==> src/assert_macros.svh <==
// Assertion macros for the gcd block, included by binary_gcd.sv.
`ifndef ASSERT_MACROS_SVH
`define ASSERT_MACROS_SVH
`ifndef SYNTH
`define ASSERT_ALWAYS(label, clk, rst, expr) \
  label: assert property (@(posedge clk) disable iff (rst) (expr)) \
    else $error("assertion failed");
`define ASSERT_SAME(label, clk, rst, ante, cons) \
  label: assert property (@(posedge clk) disable iff (rst) (ante) |-> (cons)) \
    else $error("assertion failed");
`define ASSERT_NEXT(label, clk, rst, ante, cons) \
  label: assert property (@(posedge clk) disable iff (rst) (ante) |=> (cons)) \
    else $error("assertion failed");
`else
`define ASSERT_ALWAYS(label, clk, rst, expr)
`define ASSERT_SAME(label, clk, rst, ante, cons)
`define ASSERT_NEXT(label, clk, rst, ante, cons)
`endif
`endif

==> src/bgcd_pkg.sv <==
// Types and constants shared by the binary gcd block.
`default_nettype none
package bgcd_pkg;

  localparam int DEFAULT_OPERAND_BITS = 32;

  typedef enum logic [2:0] {
    ST_IDLE,
    ST_COMMON,
    ST_ODD_A,
    ST_REDUCE,
    ST_SCALE
  } bgcd_state_t;

  typedef struct packed {
    logic start;
    logic take;
  } bgcd_cmd_t;

  typedef struct packed {
    logic busy;
    logic done;
  } bgcd_stat_t;

endpackage
`default_nettype wire

==> src/bgcd_engine.sv <==
// Sequencer and shared shift/subtract datapath of the binary gcd.
`default_nettype none
module bgcd_engine #(
  parameter int OPERAND_BITS = bgcd_pkg::DEFAULT_OPERAND_BITS
) (
  input  wire logic                    clk,
  input  wire logic                    rst,
  input  wire bgcd_pkg::bgcd_cmd_t     cmd,
  input  wire logic [OPERAND_BITS-1:0] operand_x,
  input  wire logic [OPERAND_BITS-1:0] operand_y,
  output bgcd_pkg::bgcd_stat_t         stat,
  output logic [OPERAND_BITS-1:0]      result
);
  import bgcd_pkg::*;

  localparam int KW = $clog2(OPERAND_BITS);

  bgcd_state_t state, state_next;
  logic [OPERAND_BITS-1:0] a, a_next;
  logic [OPERAND_BITS-1:0] b, b_next;
  logic [KW-1:0] k, k_next;

  logic                    zero_in;
  logic                    gt;
  logic [OPERAND_BITS-1:0] sub_big;
  logic [OPERAND_BITS-1:0] sub_small;
  logic [OPERAND_BITS-1:0] diff;

  assign zero_in   = (operand_x == '0) || (operand_y == '0);
  assign gt        = a > b;
  assign sub_big   = gt ? a : b;
  assign sub_small = gt ? b : a;
  assign diff      = sub_big - sub_small;

  always_comb begin
    state_next = state;
    unique case (state)
      ST_IDLE: begin
        if (cmd.start) begin
          state_next = zero_in ? ST_SCALE : ST_COMMON;
        end
      end
      ST_COMMON: begin
        if (a[0] || b[0]) begin
          state_next = ST_ODD_A;
        end
      end
      ST_ODD_A: begin
        if (a[0]) begin
          state_next = ST_REDUCE;
        end
      end
      ST_REDUCE: begin
        if (b == '0) begin
          state_next = ST_SCALE;
        end
      end
      ST_SCALE: begin
        if ((k == '0) && cmd.take) begin
          state_next = ST_IDLE;
        end
      end
      default: state_next = ST_IDLE;
    endcase
  end

  always_comb begin
    a_next = a;
    b_next = b;
    k_next = k;
    unique case (state)
      ST_IDLE: begin
        if (cmd.start) begin
          a_next = zero_in ? (operand_x | operand_y) : operand_x;
          b_next = operand_y;
          k_next = '0;
        end
      end
      ST_COMMON: begin
        if (!a[0] && !b[0]) begin
          a_next = a >> 1;
          b_next = b >> 1;
          k_next = k + 1'b1;
        end
      end
      ST_ODD_A: begin
        if (!a[0]) begin
          a_next = a >> 1;
        end
      end
      ST_REDUCE: begin
        if (b != '0) begin
          if (!b[0]) begin
            b_next = b >> 1;
          end else begin
            a_next = gt ? b : a;
            b_next = diff;
          end
        end
      end
      ST_SCALE: begin
        if (k != '0) begin
          a_next = a << 1;
          k_next = k - 1'b1;
        end
      end
      default: begin
        a_next = a;
      end
    endcase
  end

  always_ff @(posedge clk) begin
    if (rst) begin
      state <= ST_IDLE;
    end else begin
      state <= state_next;
    end
  end

  always_ff @(posedge clk) begin
    a <= a_next;
    b <= b_next;
    k <= k_next;
  end

  assign stat.busy = (state != ST_IDLE);
  assign stat.done = (state == ST_SCALE) && (k == '0);
  assign result    = a;

endmodule
`default_nettype wire

==> src/binary_gcd.sv <==
// Binary gcd top level: one item at a time through a shift/subtract engine.
// When an operand is zero the engine goes straight to its scale state; otherwise
// it halves both while they share trailing zeros, strips a's other trailing zeros,
// runs reduce steps (one shift or one subtract each), then shifts back left.
// Throughput: next beat accepted once the engine hands its result to the output.
// Reset clears the sequencer and the output valid; operand registers hold data.
`default_nettype none
`include "assert_macros.svh"
module binary_gcd #(
  parameter int OPERAND_BITS = bgcd_pkg::DEFAULT_OPERAND_BITS
) (
  input  wire logic                    clk,
  input  wire logic                    rst,
  input  wire logic                    in_valid,
  output logic                         in_stall,
  input  wire logic [OPERAND_BITS-1:0] operand_x,
  input  wire logic [OPERAND_BITS-1:0] operand_y,
  output logic                         out_valid,
  input  wire logic                    out_stall,
  output logic [OPERAND_BITS-1:0]      divisor_out
);
  import bgcd_pkg::*;

  bgcd_cmd_t               cmd;
  bgcd_stat_t              stat;
  logic [OPERAND_BITS-1:0] result;
  logic                    in_beat;
  logic                    take;

  assign in_stall  = stat.busy;
  assign in_beat   = in_valid && !in_stall;
  assign take      = stat.done && (!out_valid || !out_stall);
  assign cmd.start = in_beat;
  assign cmd.take  = take;

  bgcd_engine #(
    .OPERAND_BITS(OPERAND_BITS)
  ) u_engine (
    .clk       (clk),
    .rst       (rst),
    .cmd       (cmd),
    .operand_x (operand_x),
    .operand_y (operand_y),
    .stat      (stat),
    .result    (result)
  );

  always_ff @(posedge clk) begin
    if (rst) begin
      out_valid <= 1'b0;
    end else if (take) begin
      out_valid <= 1'b1;
    end else if (!out_stall) begin
      out_valid <= 1'b0;
    end
  end

  always_ff @(posedge clk) begin
    if (take) begin
      divisor_out <= result;
    end
  end

  `ASSERT_NEXT(a_start_busy, clk, rst, in_beat, in_stall)
  `ASSERT_NEXT(a_take_valid, clk, rst, take, out_valid)
  `ASSERT_NEXT(a_take_idle, clk, rst, take, !in_stall)
  `ASSERT_SAME(a_take_busy, clk, rst, take, stat.busy)

endmodule
`default_nettype wire

==> config.mk <==
export PLATFORM = sky130hd
export DESIGN_NAME = binary_gcd
export DESIGN_NICKNAME = d
export VERILOG_FILES = /design/src/bgcd_pkg.sv /design/src/bgcd_engine.sv /design/src/binary_gcd.sv
export VERILOG_INCLUDE_DIRS = /design/src /design/src/src
export SDC_FILE = /design/constraint.sdc
export NUM_CORES = 1
export LEC_CHECK = 0
export BUFFER_PORTS_ARGS = -buffer_cell sky130_fd_sc_hd__buf_2
export CAP_MARGIN = 15
export CORE_AREA = 5 5 117 147
export CTS_BUF_LIST = sky130_fd_sc_hd__clkbuf_8 sky130_fd_sc_hd__clkbuf_16
export DETAILED_ROUTE_END_ITERATION = 6
export DIE_AREA = 0 0 122 152
export PLACE_DENSITY = 0.79
export REMOVE_ABC_BUFFERS = 1
export SLEW_MARGIN = 20
export SYNTH_ARGS = -nofsm -noshare
export SYNTH_HDL_FRONTEND = slang
export SYNTH_SLANG_ARGS = --single-unit
==> constraint.sdc <==
create_clock -name clk -period 5.5 [get_ports clk]
set_input_delay 0.275 -clock clk [delete_from_list [all_inputs] [get_ports clk]]
set_output_delay 0.275 -clock clk [all_outputs]
set_load 0.005 [all_outputs]
* Word-level counts from Yosys, hierarchy flattened
Cells that the tools add are included.
** Word-level totals
- Bits in registers :: 105
- Bits of input ports :: 68
- Output and inout bits :: 34
- Word-level logic and storage cells :: 86
** Operators by class
- Add/sub/neg operators :: 3
- Magnitude comparators :: 1
- Equal/unequal tests :: 16
- Muxes and demuxes :: 29
- Bitwise gates (word level) :: 1
- Reduce and logical (&&, ||, !) cells :: 29
** Operators by type and width (count)
- 32-bit 2-to-1 mux :: 14
- 32-bit one-hot mux with 5 select lines :: 1
- 32-bit zero test :: 3
- 32-bit one-hot mux with 3 select lines :: 1
- 32-bit > comparator :: 1
- 32-bit OR :: 1
- 32-bit nonzero test :: 1
- 32-bit subtractor :: 1
- 2-bit by 1-bit inequality test with 1-bit output, second input constant :: 10
- 3-bit 2-to-1 mux :: 6
- 5-bit 2-to-1 mux :: 3
- 3-bit one-hot mux with 5 select lines :: 1
- 5-bit one-hot mux with 3 select lines :: 1
- 5-bit nonzero test :: 2
- 3-bit nonzero test :: 3
- 4-bit AND reduction :: 2
- 8-bit AND reduction :: 1
- 7-bit AND reduction :: 1
- 3-bit by 2-bit equality test with 1-bit output, second input constant :: 2
- 5-bit by 1-bit adder with 5-bit output, second input constant :: 1
- 1-bit logical AND :: 5
- 1-bit zero test :: 5
- 5-bit zero test :: 1
- 5-bit AND reduction :: 1
- 7 further kinds :: 11

* Longest topological paths before layout
Gate-level depths: netlist of run 1.
- Word-level depth :: 6
- Gate-level depth with buffers :: 24
- Depth with buffers taken out :: 20

* Cells and area by module
Synthesis of run 1 repeated with hierarchy kept, for this count alone.
** Second synthesis, totals
- Cell total of the unflattened synthesis :: 976
- Area total of the unflattened synthesis :: 8249.2 sq um
** Modules (own cells, without submodules)
- bgcd_engine :: times used 1, cells each 939, area an instance 7245.7 sq um, sequential area each 2132.0 sq um
- binary_gcd :: times used 1, cells each 37, area an instance 1003.5 sq um, sequential area each 980.9 sq um

* Least setup slack after synthesis of run 1
Ideal clock, no wire load.
- Path type :: register -> register
- Start :: reg u_engine.a[18], in the netlist u_engine.result[18]
- End :: reg u_engine.b[28], data pin
- Library setup time :: 0.265 ns
- Arrival :: 4.551 ns
- Data required time :: 5.235 ns
- Slack :: 0.684 ns
- Stages on the path, launching flop included :: 24
- Path buffers :: 4
- Period minus slack after synthesis :: 4.816 ns
- Cells stage by stage :: edfxtp_1 > ha_1 > buf_2 > and4_1 > nand3_1 > a2111oi_4 > o31ai_2 > nand2_2 > buf_4 > buf_4 > clkbuf_1 > nand2_1 > nor2_1 > a21oi_1 > ha_1 > nor3_1 > a211oi_1 > o21ai_1 > nand3_2 > a211oi_4 > o21bai_2 > a21oi_2 > nor4_1 > or3_1
** Between the ends
- Cells in the longest elaborated chain, start to end :: 6
- Elaborated cells between the ends (all ways) :: 7
- Those cells by class :: add/sub: 1; order compare: 1; mux: 5
** Ends and longest elaborated chain
- start, declared :: line bgcd_engine.sv:19 : logic [OPERAND_BITS-1:0] a, a_next;
- start signal, assigned :: line bgcd_engine.sv:122 : a <= a_next;
- 32-bit > comparator :: line bgcd_engine.sv:30 : assign gt = a > b;
- 32-bit 2-to-1 mux, on equally long branches :: line bgcd_engine.sv:31, bgcd_engine.sv:32
- 32-bit subtractor * :: line bgcd_engine.sv:33 : assign diff = sub_big - sub_small;
- 32-bit 2-to-1 mux * :: line bgcd_engine.sv:93 : if (!b[0]) begin
- 32-bit 2-to-1 mux * :: line bgcd_engine.sv:92 : if (b != '0) begin
- 32-bit one-hot mux with 3 select lines * :: line bgcd_engine.sv:71 : unique case (state)
- named net u_engine.b_next[28] :: line bgcd_engine.sv:20 : logic [OPERAND_BITS-1:0] b, b_next;
- end signal, assigned :: line bgcd_engine.sv:123 : b <= b_next;
- end, declared :: line bgcd_engine.sv:20
The timed path passes the listed nets; every way through them passes the cells marked *. The select of a mux whose other input is x is not followed.
A chain may end at the register's enable or synchronous reset.

* Final worst setup path of run 1
- Start :: reg u_engine.b[11]
- End :: reg u_engine.b[28], data pin
** Between the ends
- Cells in the longest elaborated chain, start to end :: 6
- Elaborated cells between the ends (all ways) :: 7
- Those cells by class :: add/sub: 1; order compare: 1; mux: 5
** Ends and longest elaborated chain (line)
- 32-bit > comparator :: bgcd_engine.sv:30
- 32-bit 2-to-1 mux, on equally long branches :: bgcd_engine.sv:31, bgcd_engine.sv:32
- 32-bit subtractor * :: bgcd_engine.sv:33
- 32-bit 2-to-1 mux * :: bgcd_engine.sv:93
- 32-bit 2-to-1 mux * :: bgcd_engine.sv:92
- 32-bit one-hot mux with 3 select lines * :: bgcd_engine.sv:71
- named net u_engine.b_next[28] :: bgcd_engine.sv:20
Marks and branches as above.

==> out/metrics.csv, run 1 <==
metric;value;unit
Slowest Stage Delay on Critical Path;0.49;ns
EDFF count, synth;101;
Clk Latency, worst-skew pair;0.36;ns
first-pass GRT wire length;44.11;mm
worst reg2reg setup slack;0.67;ns
Critical Path Source Type;flip-flop;
Leak;3.626;nW
via count;8308;
fillers;1438;
final hold vios;0;
die area;18540;um2
vias per cell;6.552;
Resized Gates After CTS;0;
start point of the worst hold path;rst;
worst path cell trace;inv_1 > ha_1 > nand3_1 > nor4_4 > a21boi_1 > o31ai_2 > nand2_2 > nand2_1 > nor2_1 > a21oi_1 > ha_1 > nor3_1 > a211oi_1 > o21ai_1 > nand3_2 > a211oi_4 > o21bai_2 > a21oi_2 > nor4_1 > or3_1;
Min-Delay Path Depth;2;
DRT iter0 DRCs;790;
Synth Instances;985;
logic gate share of total power;61.8;%
Max Slew Vio Count;0;
area of the multi-input gates;4862;um2
Relative slew margins;26.69;%
max cap viols;0;
switching pwr;0.002803;W
Port-buffer cells;101;
worst r2r path cells;20;
Synth area leaders;edfxtp_1 36%, a21oi_1 7.8%, nand2_1 6.2%;
Tmin final;4.827;ns
top cell type's share of synthesized area;36.10;%
Synth cell types;83;
Clock Skew;0.009267;ns
antenna diode count;0;
WHS;0.1005;ns
Num CTS Buffers;9;
# DRC;0;
Total GRT Usage;30.28;%
root buffer cell;clkbuf_16;
io pins;102;
Ys Warns;0;
nets;1153;
vias in the first global route;8222;
area of the mapped netlist;8402;um2
Power Density;603.3;nW/um2
Overflow after GRT;0;
Final Cycle Share;87.76;%
routed len/inst;22.55;um
share of flip-flops with an asynchronous set or reset;0;%
P&R area growth vs syn;11.05;%
RSZ-0062 raised after global routing;false;
run status;complete, no violations;
worst hold path type;input pin to flip-flop;
Core ar.;15810;um2
Seq pwr share;27.3;%
Starting Density;53.14;%
Sequential cell area;3113;um2
DRT antenna net count;0;
first-pass iteration count of the detailed router;5;
Sw Ratio;49.79;%
TritonCTS clock tree;done;
number of synthesized register bits;105;
Reg-to-Reg Start;u_engine.b[11];
hpwl dp;20.41;mm
CP max-delay cell;ha_1;
post-synthesis sequential area ratio;37.05;%
Final setup viols;0;
layout cells sized above 1;16.25;%
Yosys top cell by area;edfxtp_1;
drt total wl;28.60;mm
Critical Path RT;5.61;ns
Clock Sinks;105;
Worst-Margin Slew;1.094;ns
setup TNS;0;ns
f_max;207.2;MHz
Clk pwr share;10.9;%
most used cell, CP;ha_1;
pin count of the biggest net entering global routing;57;
CP endpoint kind;flip-flop;
initial antenna violation count;0;
DIE HEIGHT;152;um
Crit Path Class;flip-flop to flip-flop;
Critical Path AT;4.93;ns
syn avg cell area;8.530;um2
clock transition at the registers of the reported paths;0.07;ns
Primary FF master, synth;edfxtp_1;
worst-path fanout max;8;
gpl congestion;0.9780;
CTS max path bufs;2;
Max VDD drop;0.0002356;V
end of the worst register-to-register path;u_engine.b[28];
Post-CTS Hold Fix Bufs;0;
Hold Path Sink;out_valid;
Max H-tree Level;3;
Die W;122;um
Cell Rows;52;
postcts setup bufs;0;
P_int;0.002827;W
kinds of logic after synthesis:
group / share of synthesized area (%)
adder cells (fa/ha/maj): 5.867
multiplexers: 2.219
buffers and inverters: 5.644
XOR/XNOR: 3.023
AND/OR/NAND/NOR: 18.96
flip-flops: 37.05
AO/OA/AOI/OAI: 27.24
cell usage in the layout (no fill, tap or decap), types with 6 or more instances in the layout:
cell	instances
a211oi_1	39
a21o_1	12
a21oi_1	129
a31oi_1	8
and3_1	9
buf_2	101
buf_4	21
clkbuf_16	9
edfxtp_1	101
ha_1	37
inv_1	44
mux2i_1	13
nand2_1	139
nand2b_1	8
nand3_1	12
nand4_1	16
nor2_1	64
nor2b_1	18
nor3_1	10
nor4_1	30
o21a_1	6
o21ai_0	41
o22ai_1	38
or3_1	7
xnor2_1	17
xor2_1	11
Yosys cell counts, types with 19 or more instances:
library cell  count
ha_1             37
nor4_1           31
a21oi_1         131
inv_1            42
o22ai_1          39
buf_2            19
clkbuf_1         45
o21ai_0          41
a211oi_1         39
nor2_1           65
edfxtp_1        101
nand2_1         139
critical path: cells and delay by family, from the launching register on:
kind | cells | cell delay (ns)
DFF | 1 | 0.47
adders and majority gates | 2 | 0.69
buffers and inverters | 1 | 0.11
and+or+nand+nor | 9 | 1.79
AOI/OAI and AO/OA | 8 | 1.48
area by class of cell:
class	instances	share of cell area, %
clock inverter	7	0.4157
tap	216	2.897
clock buffer	9	2.414
multi-input combinational	767	52.11
inverter	42	1.690
sequential	105	33.36
timing repair buffer	122	7.107
power by group through the flow:
stage | combinational, W | sequential [W] | clock, W
2_1_floorplan | 0.00249 | 0.00144 | 0
3_3_place_gp | 0.00339 | 0.00153 | 0
3_5_place_dp | 0.00339 | 0.00154 | 0
4_1_cts | 0.00341 | 0.00152 | 0.000614
5_1_grt | 0.00377 | 0.00156 | 0.000652
6_report | 0.00348 | 0.00154 | 0.000611
registers in the layout (all words and copies together), names as in the netlist:
signal / flops
out_valid: 1
u_engine.result: 32
u_engine.b: 32
divisor_out: 32
u_engine.k: 5
u_engine.state: 3
worst max-delay path by stage:
stage,startpoint,end,cells past startpoint,slack [ns]
2_1_floorplan,u_engine.state[0],u_engine.b[0],2,0.14
5_1_grt,u_engine.b[11],u_engine.b[28],20,0.27
6_report,u_engine.b[11],u_engine.b[28],20,0.67
3_3_place_gp,u_engine.b[19],u_engine.b[28],20,0.84
3_5_place_dp,u_engine.b[11],u_engine.b[28],20,0.74
4_1_cts,u_engine.b[11],u_engine.b[28],20,0.71
metrics by stage:
| stage | power [W] | instances | setup WS (ns) | utilization (%) | area, um2 |
|---|---|---|---|---|---|
| after CTS | 0.005550 | 1268 | 0.7061 | 59.01 | 9330 |
| after detailed placement | 0.004928 | 1252 | 0.7388 | 57.34 | 9066 |
| after global placement | 0.004925 | 1252 | 0.8398 | 57.34 | 9066 |
| final | 0.005629 | 1268 | 0.6732 | 59.01 | 9330 |
| after global routing | 0.005983 | 1268 | 0.2715 | 59.01 | 9330 |
| after floorplan | 0.003938 | 914 | 0.1444 | - | 8085 |
per-layer routing:
metal	wire [um]	global-route usage, %
met4	1266	16.12
met1	10820	36.27
met3	1891	3.459
met5	0	0
met2	14620	52.58
No activity file was read; power rests on OpenSTA's default activity.
==> inputs of run 2 (changes only) <==
Settings changed: CELL_PAD_IN_SITES_DETAIL_PLACEMENT set to 1, CELL_PAD_IN_SITES_GLOBAL_PLACEMENT set to 2, CORE_AREA 5 5 117 147 to 5 5 143 179, DIE_AREA 0 0 122 152 to 0 0 148 184, GPL_TIMING_DRIVEN set to 0, PLACE_DENSITY 0.79 to 0.84.
==> run 2 against run 1 <==
Compared with the run above:
- die area grew 47%
- worst setup slack lost 0.33 ns
- clock power grew 3%
- fmax shrank 6.3%
- wire length grew 11%
- clock skew grew 0.0037 ns
- via count shrank 2.3%
- first-iteration DRC count shrank 27%
- largest cell class unchanged
- largest power group unchanged
==> out/metrics.csv, run 2 (synthesized netlist as in run 1, its figures left out) <==
metric;value;unit;change
DRT antenna net count;0;;unchanged
RSZ-0062 raised after global routing;false;;
Total GRT Usage;22.86;%;-7.4 points
non-filler instance count after layout;1347;;+6.2%
DRT iter0 DRCs;579;;-27%
Power Density;591.8;nW/um2;-1.9%
Final Power;0.005740;W;+2.0%
Post-Route Utilization;41.15;%;-18 points
Critical Path RT;5.62;ns;about the same
hpwl dp;24.70;mm;+21%
Seq pwr share;27.6;%;+0.3 points
Final setup viols;0;;unchanged
Critical Path AT;5.27;ns;+0.34 ns
Worst Setup SP;u_engine.b[19];;
drt total wl;31.77;mm;+11%
root buffer cell;clkbuf_16;;
Worst-Margin Slew;1.000;ns;-0.09395 ns
CP endpoint kind;flip-flop;;
P&R area growth vs syn;15.44;%;
Relative slew margins;33.18;%;+6.5 points
routed len/inst;23.59;um;+4.6%
logic gate share of total power;61.5;%;-0.3 points
Core ar.;23570;um2;+49%
Overflow after GRT;0;;unchanged
Crit Path Class;flip-flop to flip-flop;;
Leak;3.711;nW;+2.4%
pin count of the biggest net entering global routing;61;;+7.0%
nets;1156;;+0.26%
TritonCTS clock tree;done;;
final hold vios;0;;unchanged
max cap viols;0;;unchanged
Cell Rows;63;;+21%
placed cell count;1325;;+5.8%
Critical Path Source Type;flip-flop;;
worst hold path type;input pin to flip-flop;;
Sw Ratio;49.67;%;-0.11 points
first-pass iteration count of the detailed router;5;;unchanged
fillers;2808;;+95%
die area;27230;um2;+47%
run status;complete, no violations;;
Sequential cell area;3117;um2;+0.12%
f_max;194.0;MHz;-6.3%
Clock Skew;0.01297;ns;+0.003699 ns
# DRC;0;;unchanged
vias in the first global route;8408;;+2.3%
setup TNS;0;ns;unchanged
Port-buffer cells;101;;unchanged
Post-CTS Hold Fix Bufs;0;;unchanged
layout cells sized above 1;17.82;%;+1.6 points
Clock Sinks;105;;unchanged
area of the multi-input gates;4935;um2;+1.5%
worst-path fanout max;32;;+24
commonest non-fill, non-tap cell in the layout;nand2_1;;
Tmin final;5.154;ns;+0.3269 ns
antenna diode count;0;;unchanged
first-pass GRT wire length;48.96;mm;+11%
io pins;102;;unchanged
WHS;0.1153;ns;+0.01478 ns
start point of the worst hold path;rst;;
P_int;0.002889;W;+2.2%
gpl congestion;0.8954;;-8.4%
most frequent cells in the layout;137 x nand2_1, 128 x a21oi_1, 106 x buf_2;;
vias per cell;6.029;;-8.0%
CTS max path bufs;2;;unchanged
via count;8121;;-2.3%
switching pwr;0.002851;W;+1.7%
Max H-tree Level;3;;unchanged
Final Cycle Share;93.70;%;+5.9 points
Clk Latency, worst-skew pair;0.37;ns;about the same
Max Slew Vio Count;0;;unchanged
initial antenna violation count;0;;unchanged
Die W;148;um;+21%
DIE HEIGHT;184;um;+21%
Reg-to-Reg Start;u_engine.b[19];;
Starting Density;35.65;%;-17 points
Max VDD drop;0.0001851;V;-21%
clock transition at the registers of the reported paths;0.08;ns;about the same
Clk pwr share;10.9;%;about the same
Num CTS Buffers;9;;unchanged
[run 2: final cells by class]
cell class                 count  share of cell area (%)
multi-input combinational    767                   50.88
sequential                   105                   32.13
timing repair buffer         125                   8.875
tap                          292                   3.767
clock buffer                   9                   2.322
inverter                      42                   1.625
clock inverter                 7                  0.3999
[run 2: metal layers]
metal / global-route usage [%] / part of all wire, % / vias up
met1: 27.95 / 42 / 4058
li1: - / - / 3845
met3: 2.466 / 3.1 / 43
met2: 42.51 / 52 / 175
met5: 0 / 0 / -
met4: 6.248 / 2.2 / 0
[run 2: worst paths after layout]
| check | to | slack, ns | depth (start not counted) |
|---|---|---|---|
| setup / recovery | u_engine.b[28] | 0.35 | 20 |
| hold / removal | u_engine.state[2] | 0.12 | 2 |
| setup reg to reg | u_engine.b[28] | 0.35 | 20 |
| hold reg to reg | out_valid | 0.52 | 2 |
[run 2: power by group through the flow]
| stage | sequential [W] | combinational, W | clock [W] |
|---|---|---|---|
| after CTS | 0.00158 | 0.00347 | 0.000640 |
| after floorplan | 0.00144 | 0.00249 | 0 |
| after detailed placement | 0.00160 | 0.00343 | 0 |
| after global placement | 0.00164 | 0.00330 | 0 |
| after global routing | 0.00161 | 0.00387 | 0.000668 |
| final | 0.00158 | 0.00353 | 0.000627 |
[run 2: timing repair]
item / CTS / global route
setup endpoints to repair: 9 / 6
pin swaps: 1 / 1
hold endpoints to repair: 0 / 0
setup buffers: 1 / 5
resized for setup: 3 / 5
[run 2: worst max-delay path, stage by stage (launching register included)]
cell	delay, ns
edfxtp_1	0.50
inv_1	0.12
ha_2	0.43
and4_1	0.23
nand3_1	0.22
a2111oi_4	0.47
o31ai_4	0.18
nand2_8	0.25
nand2_1	0.12
nor2_1	0.11
a21oi_1	0.06
ha_1	0.22
nor3_1	0.25
a211oi_1	0.14
o21ai_1	0.20
nand3_2	0.19
a211oi_4	0.40
o21bai_2	0.19
a21oi_2	0.19
nor4_1	0.06
or3_1	0.36
[run 2: metrics by stage]
stage	area, um2	setup WS, ns
after floorplan	8085	0.1444
after CTS	9651	0.1065
after global routing	9699	0.03263
after detailed placement	9358	-0.4648
final	9699	0.3463
after global placement	8956	-4.000
==> inputs of run 3 (changes only) <==
Settings changed: ABC_AREA set to 1, CORE_AREA 5 5 143 179 to 5 5 151 189, CTS_CLUSTER_DIAMETER set to 150, DIE_AREA 0 0 148 184 to 0 0 156 194, PLACE_DENSITY 0.84 to 0.86.
==> run 3 against run 2 <==
Compared with the run above:
- worst setup slack gained 0.043 ns
- fmax increased by 0.84%
- via count grew 13%
- critical path depth grew 2
- hold slack lost 0.0061 ns
- synthesized cell count rose by 31%
- first-iteration DRC count fell by 21%
- global-route usage grew 0.35 points
- cell count rose by 29%
- utilization fell by 2.8 points
- highest routed layer unchanged
==> out/metrics.csv, run 3 <==
metric;value;unit;change
run status;complete, no violations;;
vias per cell;5.273;;-13%
DIE HEIGHT;194;um;+5.4%
Yosys top cell by area;edfxtp_1;;
clock transition at the registers of the reported paths;0.07;ns;about the same
worst-path fanout max;40;;+25%
count leader, synth;nand2_1;;
hpwl dp;27.27;mm;+10%
root buffer cell;clkbuf_16;;
Finished Cell Area;10190;um2;+5.1%
Commonest cells post-synth;369 x nand2_1, 190 x inv_1, 119 x a21oi_1;;
drt total wl;34.88;mm;+9.8%
Ys Warns;0;;unchanged
syn avg cell area;6.857;um2;-20%
EDFF count, synth;101;;unchanged
Final setup viols;0;;unchanged
P&R area growth vs syn;14.78;%;
pin count of the biggest net entering global routing;64;;+4.9%
top cell type's share of synthesized area;34.16;%;-1.9 points
Overflow after GRT;0;;unchanged
Critical Path Source Type;flip-flop;;
nets;1492;;+29%
Tmin final;5.111;ns;-0.04276 ns
Synth Instances;1295;;+31%
initial antenna violation count;0;;unchanged
Core ar.;26570;um2;+13%
Die W;156;um;+5.4%
final hold vios;0;;unchanged
io pins;102;;unchanged
Resized Gates After CTS;0;;-3
Relative slew margins;17.56;%;-16 points
commonest non-fill, non-tap cell in the layout;nand2_1;;
Max Slew Vio Count;0;;unchanged
DRT antenna net count;0;;unchanged
Critical Path RT;5.63;ns;about the same
Clk Latency, worst-skew pair;0.38;ns;about the same
Primary FF master, synth;edfxtp_1;;
Worst-Margin Slew;1.225;ns;+0.2250 ns
Post-CTS Hold Fix Bufs;0;;unchanged
Port-buffer cells;101;;unchanged
f_max;195.7;MHz;+0.84%
Critical Path AT;5.24;ns;-0.03 ns
# DRC;0;;unchanged
die area;30260;um2;+11%
area of the mapped netlist;8880;um2;+5.7%
Num CTS Buffers;9;;unchanged
Starting Density;33.41;%;-2.2 points
layout cells sized above 1;13.53;%;-4.3 points
Cell Rows;67;;+6.3%
vias in the first global route;9784;;+16%
antenna diode count;0;;unchanged
Final Cycle Share;92.93;%;-0.78 points
post-synthesis sequential area ratio;35.06;%;-2.0 points
Clock Skew;0.01138;ns;-0.001590 ns
Max H-tree Level;3;;unchanged
via count;9148;;+13%
routed len/inst;20.10;um;-15%
Synth area leaders;edfxtp_1 34%, nand2_1 16%, inv_1 8.0%;;
most frequent cells in the layout;368 x nand2_1, 188 x inv_1, 119 x a21oi_1;;
Crit Path Class;flip-flop to flip-flop;;
first-pass GRT wire length;55.01;mm;+12%
CP endpoint kind;flip-flop;;
postcts setup bufs;0;;-1
worst hold path type;input pin to flip-flop;;
first-pass iteration count of the detailed router;5;;unchanged
Placed Area;9859;um2;+5.4%
gpl congestion;0.8637;;-3.5%
RSZ-0062 raised after global routing;false;;
Total GRT Usage;23.22;%;+0.35 points
share of flip-flops with an asynchronous set or reset;0;%;unchanged
number of synthesized register bits;105;;unchanged
max cap viols;0;;unchanged
CTS max path bufs;2;;unchanged
TritonCTS clock tree;done;;
Synth cell types;45;;-46%
DRT iter0 DRCs;456;;-21%
Clock Sinks;105;;unchanged
run 3: path summary, 6_finish.rpt:
check | from | cells after the start | to | slack (ns)
setup / recovery | u_engine.b[0] | 22 | u_engine.b[26] | 0.39
hold / removal | rst | 2 | u_engine.state[1] | 0.11
setup reg to reg | u_engine.b[0] | 22 | u_engine.b[26] | 0.39
hold reg to reg | out_valid | 2 | out_valid | 0.49
run 3: metrics by stage:
| step | setup slack, ns | util (%) | TNS [ns] | hold WS (ns) | instances |
|---|---|---|---|---|---|
| 2_1_floorplan | -0.4487 | - | -13.91 | 0.3441 | 1257 |
| 3_3_place_gp | -4.814 | 36.30 | -339.57 | 0.4699 | 1703 |
| 3_5_place_dp | 0.5053 | 37.10 | 0 | 0.4883 | 1720 |
| 4_1_cts | 0.4525 | 38.35 | 0 | 0.1029 | 1735 |
| 5_1_grt | 0.1249 | 38.35 | 0 | 0.1232 | 1735 |
| 6_report | 0.3891 | 38.35 | 0 | 0.1092 | 1735 |
run 3: cell type report:
| class | instances | area, um2 |
|---|---|---|
| clock buffer | 9 | 225.2 |
| clock inverter | 6 | 107.6 |
| fill | 3454 | 16380 |
| inverter | 204 | 769.5 |
| multi-input combinational | 948 | 4876 |
| sequential | 105 | 3113 |
| tap | 345 | 431.7 |
| timing repair buffer | 118 | 669.4 |
run 3: per-layer routing:
metal	wire [um]	GRT usage (%)
met5	0	0
met3	1289	2.545
met4	658	6.941
met1	15630	30.08
met2	17300	40.39
run 3: critical path, cell delays in order (launching register included):
cell	delay [ns]
edfxtp_1	0.52
buf_8	0.22
inv_2	0.62
ha_1	0.42
nor3_4	0.23
nand4_4	0.50
nand2_4	0.64
nand2_1	0.09
nand2_1	0.08
nand2_1	0.10
ha_1	0.20
inv_1	0.05
nand2_1	0.11
nand2_1	0.10
nand3_2	0.13
nand2_1	0.09
nand2_1	0.14
nand2_1	0.16
nand3_1	0.09
nand2_1	0.07
nand3_1	0.13
nand2_1	0.10
nand3_1	0.06
run 3: kinds of logic (layout without fill, tap and decap cells):
| group | after synthesis | count (layout) | synth area share, % |
|---|---|---|---|
| flops | 105 | 105 | 35.06 |
| compound gates | 258 | 258 | 15.95 |
| fa+ha+maj | 38 | 38 | 5.439 |
| xor+xnor | 10 | 10 | 0.9863 |
| simple gates | 642 | 642 | 32.01 |
| buf+inv | 242 | 337 | 10.55 |
Power of run 3 is left out: the tool's default activity adds up to more than one toggle a clock period on the data nets, which glitch-free logic cannot reach.
